===== src/rtl/vms_pkg.sv =====
// vms_pkg: types, constants and register codes shared by the voice quality
// score pipeline. No dependencies.
`default_nettype none

package vms_pkg;

   // Register indexes of the configuration port
   typedef enum logic [1:0] {
      CSR_SIMPLIFIED = 2'd0,
      CSR_WIDEBAND   = 2'd1,
      CSR_CODEC_IE   = 2'd2,
      CSR_LOSS_BPL   = 2'd3
   } csr_index_type;

   localparam logic [14:0] LOSS_MAX = 15'd25600;
   localparam logic [14:0] IE_MAX   = 15'd24320;
   localparam logic [14:0] MOS_ONE  = 15'd4096;
   localparam logic [14:0] MOS_MAX  = 15'd18432;
   localparam logic [15:0] RO_NB    = 16'd23859;
   localparam logic [15:0] RO_WB    = 16'd33024;

   // Delay impairment knee (177.3 ms in 1/32 ms) and its offset in 1/32000 units
   localparam logic [17:0] TA_KNEE  = 18'd5674;
   localparam logic [24:0] KNEE_OFS = 25'd624096;

   // Linear formula in 1/2560000 units
   localparam logic signed [26:0] LIN_BASE  = 27'sd11520000;
   localparam logic signed [26:0] LIN_FLOOR = 27'sd2560000;

   // Polynomial: constant term plus rounding half, linear coefficient
   localparam logic signed [47:0] POLY_BASE = 48'sd16779264000000;
   localparam logic [31:0]        POLY_LIN  = 32'd2293760000;
   localparam logic [15:0]        R_FULL    = 16'd25600;
   localparam logic [16:0]        R_MID     = 17'd15360;

   // Reciprocals: floor(2^k / d)
   localparam logic [25:0] RCP_125   = 26'd34359738;    // k = 32
   localparam logic [24:0] RCP_625   = 25'd27487790;    // k = 34
   localparam logic [22:0] RCP_129   = 23'd8323580;     // k = 30
   localparam logic [30:0] RCP_15625 = 31'd1125899906;  // k = 44

   localparam int NUM_W  = 30;
   localparam int DEN_W  = 16;
   localparam int QUOT_W = 15;
   localparam int LANES  = 2;

   typedef struct packed {
      logic [14:0] ie;
      logic [17:0] id;
      logic [14:0] lq_lin;
      logic [14:0] cq_lin;
   } div_side_type;

   typedef struct packed {
      logic signed [16:0] r_lq;
      logic [14:0]        lq_lin;
      logic [14:0]        cq_lin;
   } r2m_side_type;

endpackage

`default_nettype wire


===== src/rtl/vms_div.sv =====
// vms_div: pipelined restoring divider, one quotient bit per stage, with a
// sideband carried alongside. Depends on vms_pkg.
`default_nettype none

module vms_div #(
   parameter type side_type = logic
) (
   input  wire logic                            clock,
   input  wire logic                            reset,
   input  wire logic                            en,
   input  wire logic                            in_valid,
   input  wire logic [vms_pkg::NUM_W-1:0]       in_num,
   input  wire logic [vms_pkg::DEN_W-1:0]       in_den,
   input  wire side_type                        in_side,
   output logic                                 out_valid,
   output logic [vms_pkg::QUOT_W-1:0]           out_quot,
   output side_type                             out_side
);

   localparam int QW = vms_pkg::QUOT_W;
   localparam int DW = vms_pkg::DEN_W;

   logic [QW:0]   valid_ff;
   logic [DW-1:0] rem_ff  [QW+1];
   logic [QW-1:0] low_ff  [QW+1];
   logic [QW-1:0] quot_ff [QW+1];
   logic [DW-1:0] den_ff  [QW+1];
   side_type      side_ff [QW+1];

   logic [DW-1:0] rem_in  [QW];
   logic [QW-1:0] low_in  [QW];
   logic [QW-1:0] quot_in [QW];

   always_ff @(posedge clock) begin
      if (reset) begin
         valid_ff <= '0;
      end else if (en) begin
         valid_ff <= {valid_ff[QW-1:0], in_valid};
      end
   end

   always_ff @(posedge clock) begin
      if (en) begin
         rem_ff[0]  <= DW'(in_num[vms_pkg::NUM_W-1:QW]);
         low_ff[0]  <= in_num[QW-1:0];
         quot_ff[0] <= '0;
         den_ff[0]  <= in_den;
         side_ff[0] <= in_side;
      end
   end

   for (genvar k = 0; k < QW; k++) begin : g_bit
      logic [DW:0] trial;
      logic        ge;

      always_comb begin
         trial      = {rem_ff[k], low_ff[k][QW-1]};
         ge         = trial >= {1'b0, den_ff[k]};
         rem_in[k]  = ge ? DW'(trial - {1'b0, den_ff[k]}) : trial[DW-1:0];
         low_in[k]  = {low_ff[k][QW-2:0], 1'b0};
         quot_in[k] = {quot_ff[k][QW-2:0], ge};
      end

      always_ff @(posedge clock) begin
         if (en) begin
            rem_ff[k+1]  <= rem_in[k];
            low_ff[k+1]  <= low_in[k];
            quot_ff[k+1] <= quot_in[k];
            den_ff[k+1]  <= den_ff[k];
            side_ff[k+1] <= side_ff[k];
         end
      end
   end

   assign out_valid = valid_ff[QW];
   assign out_quot  = quot_ff[QW];
   assign out_side  = side_ff[QW];

endmodule

`default_nettype wire


===== config.mk =====
export PLATFORM = sky130hd
export DESIGN_NAME = vms_div
export DESIGN_NICKNAME = d
export VERILOG_FILES = /design/src/rtl/vms_pkg.sv /design/src/rtl/vms_div.sv
export SDC_FILE = /design/constraint.sdc
export NUM_CORES = 1
export LEC_CHECK = 0
export BUFFER_PORTS_ARGS = -buffer_cell sky130_fd_sc_hd__buf_2
export CORE_ASPECT_RATIO = 0.75
export CORE_UTILIZATION = 38
export CTS_CLUSTER_DIAMETER = 80
export CTS_CLUSTER_SIZE = 12
export DETAILED_ROUTE_END_ITERATION = 8
export PLACE_DENSITY = 0.53
export SYNTH_ARGS = -nofsm -noshare
export SYNTH_HDL_FRONTEND = slang
export SYNTH_SLANG_ARGS = --single-unit

===== constraint.sdc =====
create_clock -name clock -period 4.25 [get_ports clock]
set_clock_uncertainty 0.05 [all_clocks]
set_input_delay 0.85 -clock clock [delete_from_list [all_inputs] [get_ports clock]]
set_output_delay 0.85 -clock clock [all_outputs]
set_load 0.05 [all_outputs]

==> flow_metrics.py, run 1 <==
metrics = {
    "sta": {
        "tns_ps": 0,
        "drv_slew": 0,
        "max_freq_mhz": 273.9,
        "timing.final.crit_period_ps": 3652,
        "hold_viol_final": 0,
        "max_slew_margin_pct": 31.74,
        "post-route-period-util_pct": 85.92,
        "rsz0062_at_grt": "no",
        "finalSetupViolCount": 0,
        "holdWs_ps": 322.9,
        "worstMarginPinSlew_ps": 1024,
    },
    "synth": {
        "seq_area_frac_synth_pct": 61.00,
        "netlist_area_mm2": 0.03671,
        "ys_types": 80,
        "synth-async-reset-ratio_pct": 0,
        "synth_edf_count": 735,
        "synthFlopType": "edfxtp_1",
        "ys_ff_latch": 751,
        "netlist_top_cells_area": "edfxtp_1 60%, ha_1 8.2%, mux2_2 4.0%, inv_1 3.2%, xnor2_1 2.3%",
        "syn_nets": 3106,
        "synth_top_area_cell": "edfxtp_1",
        "synthCells": 2801,
        "yosysWarnings": 0,
        "synth_top_area_share_pct": 60.13,
        "syn_avg_cell_area_um2": 13.10,
    },
    "floorplanning": {
        "dieArea_mm2": 0.09786,
        "io_pins": 68,
        "die_w_um": 360.9,
        "core_area_mm2": 0.09552,
        "fp-row-count": 98,
        "start_util_pct": 38.43,
        "die_h_um": 271.2,
    },
    "job": {
        "maxCapViolCount": 0,
    },
    "power_and_ir_drop": {
        "powerDensity_mw_per_mm2": 694.6,
        "power_leakage_nw": 15.98,
        "switchingPower_w": 0.009572,
        "p_seq_share_pct": 39.6,
        "swShare_pct": 33.86,
        "clkPwrFrac_pct": 20.9,
        "combPwrFrac_pct": 39.4,
        "p_int_w": 0.01870,
        "irDropWorstVdd_v": 0.0003017,
        "power_w": 0.02827,
    },
    "grt": {
        "grt_pass1_vias": 21100,
        "grt_usage_pct": 15.12,
        "grt-ovfl-total": 0,
        "grt_max_degree": 96,
        "antenna_found_initial": 0,
        "grt_pass1_wl_mm": 117.5,
    },
    "routing": {
        "ant_nets": 0,
        "wl_per_cell_um": 17.64,
        "first_pass_iters": 5,
        "vias": 21540,
        "viasPerCell": 5.143,
        "wirelength_mm": 73.89,
        "drtIter0Drc": 1608,
        "drc_errors": 0,
    },
    "cells_and_area": {
        "layout.cells.non_filler": 4189,
        "fin_area_mm2": 0.04070,
        "seq_area_mm2": 0.02239,
        "syn_to_final_growth_pct": 10.87,
        "multi_input_area_mm2": 0.01284,
        "diodes": 0,
        "drive_gt1_share_pct": 12.18,
        "fillerInstances": 8687,
        "fin_nets": 3227,
    },
    "clock_network": {
        "path_clk_slew_ps": 70,
        "tritoncts": "yes",
        "clock_sinks": 751,
        "cts_buffers": 73,
        "clockRootBuffer": "clkbuf_16",
        "ctsHoldBuffers": 0,
        "worstSkewPairLatency_ps": 640,
        "cts_setup_buffers": 0,
        "post_cts_resized": 0,
        "cts.path.max_buffers": 3,
        "htreeDepth": 3,
    },
    "worst_setup_path": {
        "crit_required_ps": 4600,
        "endpoint_kind": "flip-flop",
        "critPathMaxFanout": 15,
        "cp-start-kind": "flip-flop",
        "crit_type": "reg -> reg",
        "arrival_ps": 4000,
    },
    "status": {
        "outcome": "finished, final reports clean",
    },
    "place": {
        "place_inst": 4097,
        "io_buffers": 67,
        "gp_congestion": 0.8653,
        "placed_area_mm2": 0.03867,
        "dp_hpwl_mm": 53.18,
    },
    "worst_hold_path": {
        "min_path_type": "in -> reg",
    },
}
[power by group through the flow]
stage	sequential, W	combinational, W	clock (W)
floorplan	0.0109	0.00855	0
global placement	0.0114	0.0108	0
detailed placement	0.0114	0.0109	0
CTS	0.0112	0.0110	0.00621
global route	0.0114	0.0123	0.00645
finish	0.0112	0.0111	0.00592
[registers in the layout, indices dropped and copies added, names as in the netlist]
name / flops
side_ff: 16
den_ff: 240
quot_ff: 120
low_ff: 120
valid_ff: 16
rem_ff: 239
[path summary, 6_finish.rpt]
kind,startpoint,end,slack [ps],cells past startpoint
max reg2reg,den_ff[1][33],rem_ff[1][62],600,10
min,in_den[7],den_ff[0][7],320,1
min reg2reg,quot_ff[1][50],quot_ff[1][66],360,0
max,den_ff[1][33],rem_ff[1][62],600,10
[per-layer routing]
layer / GRT usage (%) / routed length (um) / up-vias
met5: 0 / 0 / -
met3: 3.061 / 3893 / 94
met2: 20.39 / 28600 / 549
met4: 3.774 / 1379 / 0
li1: - / - / 10550
met1: 24.26 / 40020 / 10350
[cells in the mapped netlist, drive strengths merged (13+ instances only)]
library cell,number
a21oi,146
dfxtp,16
edfxtp,735
nand3,35
nor2,167
o21a,43
clkbuf,27
inv,310
fa,14
nand2b,24
a31oi,22
xnor2,96
mux2,137
or3,16
o21ai,133
nor4,13
xor2,52
a21o,64
nand2,122
a211oi,26
buf,29
ha,240
o31ai,20
nor3,49
mux2i,38
nor2b,43
nand4,24
[layout make-up]
class                      count  share of cell area [%]
sequential                   751                   55.02
timing repair buffer         103                   1.759
tap                         1250                   3.843
clock inverter                 7                  0.2121
multi-input combinational   1683                   31.55
inverter                     310                   2.859
clock buffer                  85                   4.756
[placed cells by master (no fill, tap or decap), types with 24 or more instances in the layout]
cell type	instances
edfxtp_1	735
inv_1	310
ha_1	240
nor2_1	167
a21oi_1	145
o21ai_0	132
mux2_2	130
nand2_1	122
xnor2_1	96
clkbuf_16	76
buf_2	66
a21o_1	62
xor2_1	52
nor3_1	47
nor2b_1	43
o21a_1	43
mux2i_1	38
nand3_1	34
buf_4	28
nand4_1	24
a211oi_1	24
nand2b_1	24
[logic make-up (layout without fill, tap and decap cells)]
group / after synthesis / after routing / share of synthesized area (%)
compound gates: 564 / 564 / 9.981
xor+xnor: 148 / 148 / 3.531
fa+ha+maj: 254 / 254 / 8.944
buf+inv: 367 / 505 / 4.070
flops: 751 / 751 / 61.00
mux: 175 / 175 / 5.311
simple gates: 542 / 542 / 7.162
[per-stage QoR]
| step | utilization (%) | setup slack (ps) |
|---|---|---|
| after floorplan | - | 1174 |
| after global placement | 40.49 | 732.3 |
| after detailed placement | 40.49 | 666.3 |
| after CTS | 42.61 | 621.0 |
| after global routing | 42.61 | 402.5 |
| final | 42.61 | 598.5 |
[worst max-delay path, cell delays in order (launching register included)]
cell and delay (ps):
edfxtp_1 430, inv_1 80, ha_1 240, nor2b_1 130, o21ai_0 190, a21boi_0 200, o31a_1 350, o311a_1 410
nor4_2 260, o21a_1 640, mux2_2 420
Power figures use the tool's default switching activity.
==> run 2: changes to the inputs <==
--- a/config.mk
+++ b/config.mk
@@ -12,6 +12,7 @@
 export CTS_CLUSTER_SIZE = 12
 export DETAILED_ROUTE_END_ITERATION = 8
 export PLACE_DENSITY = 0.53
+export RECOVER_POWER = 100
 export SYNTH_ARGS = -nofsm -noshare
 export SYNTH_HDL_FRONTEND = slang
 export SYNTH_SLANG_ARGS = --single-unit
==> flow_metrics.py, run 2 (synthesized netlist as in run 1, its figures left out) <==
metrics = {
    "status": {
        "outcome": "finished, violations left",
        "violations": "max-capacitance violations, max-slew violations",
    },
    "place": {
        "io_buffers": 67,
        "dp_hpwl_mm": 53.18,
        "placed_area_mm2": 0.03867,
        "place_inst": 4097,
        "gp_congestion": 0.8653,
    },
    "cells_and_area": {
        "diodes": 0,
        "fin_area_mm2": 0.04042,
        "largest_reg_flops": 240,
        "drive_gt1_share_pct": 9.901,
        "layout.cells.non_filler": 4189,
        "final_common_cell": "edfxtp_1",
        "regMostFlops": "den_ff",
        "syn_to_final_growth_pct": 10.12,
        "final_util_pct": 42.32,
        "fin_nets": 3227,
        "top_regs": "den_ff x240, rem_ff x239",
        "final_cell_mix": "735 x edfxtp_1, 310 x inv_1, 240 x ha_1, 167 x nor2_1, 146 x a21oi_1",
    },
    "clock_network": {
        "cts_buffers": 73,
        "path_clk_slew_ps": 60,
        "htreeDepth": 3,
        "clockRootBuffer": "clkbuf_16",
        "clock_sinks": 751,
        "tritoncts": "yes",
        "worstSkewPairLatency_ps": 640,
        "post_cts_resized": 0,
        "cts_setup_buffers": 0,
        "ctsHoldBuffers": 0,
        "cts.path.max_buffers": 3,
    },
    "routing": {
        "wirelength_mm": 74.01,
        "viasPerCell": 5.163,
        "wl_per_cell_um": 17.67,
        "first_pass_iters": 5,
        "vias": 21630,
        "drtIter0Drc": 1591,
        "ant_nets": 0,
        "drc_errors": 0,
    },
    "grt": {
        "grt_usage_pct": 15.12,
        "grt_max_degree": 96,
        "grt_pass1_wl_mm": 117.5,
        "antenna_found_initial": 0,
        "grt-ovfl-total": 0,
        "grt_pass1_vias": 21100,
    },
    "sta": {
        "post-route-period-util_pct": 89.60,
        "rsz0062_at_grt": "no",
        "tns_ps": 0,
        "worstMarginPinSlew_ps": 1912,
        "timing.final.crit_period_ps": 3808,
        "finalSetupViolCount": 0,
        "hold_viol_final": 0,
        "max_freq_mhz": 262.6,
        "drv_slew": 287,
        "max_slew_margin_pct": -27.49,
        "holdWs_ps": 322.7,
    },
    "worst_setup_path": {
        "crit_required_ps": 4570,
        "arrival_ps": 4130,
        "crit_type": "reg -> reg",
        "endpoint_kind": "flip-flop",
        "critPathMaxFanout": 16,
        "cp-start-kind": "flip-flop",
    },
    "power_and_ir_drop": {
        "powerDensity_mw_per_mm2": 694.4,
        "irDropWorstVdd_v": 0.0003024,
        "power_leakage_nw": 15.78,
    },
    "job": {
        "maxCapViolCount": 4,
    },
    "worst_hold_path": {
        "min_path_type": "in -> reg",
    },
    "floorplanning": {
        "core_area_mm2": 0.09552,
        "die_h_um": 271.2,
        "die_w_um": 360.9,
        "start_util_pct": 38.43,
        "fp-row-count": 98,
        "dieArea_mm2": 0.09786,
        "io_pins": 68,
    },
}
-- run 2: changes by cell type in the layout (fill, tap and decap cells not counted), moves of 7 or more --
| cell | before | now |
|---|---|---|
| buf_12 | 8 | 0 |
| buf_2 | 66 | 50 |
| buf_4 | 28 | 6 |
| clkbuf_1 | 9 | 47 |
| clkbuf_2 | 0 | 7 |
| mux2_1 | 0 | 24 |
| mux2_2 | 130 | 113 |
| mux2_4 | 7 | 0 |
-- run 2: final cells by class --
type                    instances  area (um2)
fillers                      8739       55100
inverters                     310        1164
repair buffers                103       488.0
clock inverters                 7       86.33
well taps                    1250        1564
flip-flops and latches        751       22390
clock buffers                  85        1936
multi-input cells            1683       12790
-- run 2: per-layer routing --
layer / vias to the layer above / track usage [%] / wire (um) / share of wire [%]
met5: - / 0 / 0 / 0
met4: 0 / 3.774 / 1361 / 1.8
met3: 96 / 3.061 / 3926 / 5.3
met2: 544 / 20.39 / 28670 / 39
li1: 10560 / - / - / -
met1: 10430 / 24.26 / 40050 / 54
-- run 2: metrics by stage --
| step | power, W | worst slack (ps) |
|---|---|---|
| final | 0.02807 | 442.1 |
| after global routing | 0.02994 | 207.7 |
| after CTS | 0.02848 | 621.0 |
| after detailed placement | 0.02231 | 666.3 |
| after global placement | 0.02213 | 732.3 |
| after floorplan | 0.01947 | 1174 |
-- run 2: path summary, 6_finish.rpt --
check | from | cells past startpoint | slack [ps] | to
max | den_ff[1][81] | 12 | 440 | rem_ff[1][100]
min | in_num[22] | 1 | 320 | rem_ff[0][7]
max reg2reg | den_ff[1][81] | 12 | 440 | rem_ff[1][100]
min reg2reg | quot_ff[1][50] | 0 | 360 | quot_ff[1][66]
-- run 2: report_power, final --
part | internal [W] | total [W] | switching (W)
registers | 0.0104 | 0.0112 | 0.000853
logic | 0.00492 | 0.0109 | 0.00601
clock network | 0.00321 | 0.00593 | 0.00271
-- run 2: worst max-delay path: stages (launching register included) --
cell and delay [ps]:
edfxtp_1 400, inv_1 70, ha_1 300, nor2b_1 180, o31a_1 190, nor3_1 60, o31ai_1 220, buf_4 190
a221o_1 280, nor4_1 90, nor3_2 150, clkbuf_1 900, mux2_1 440
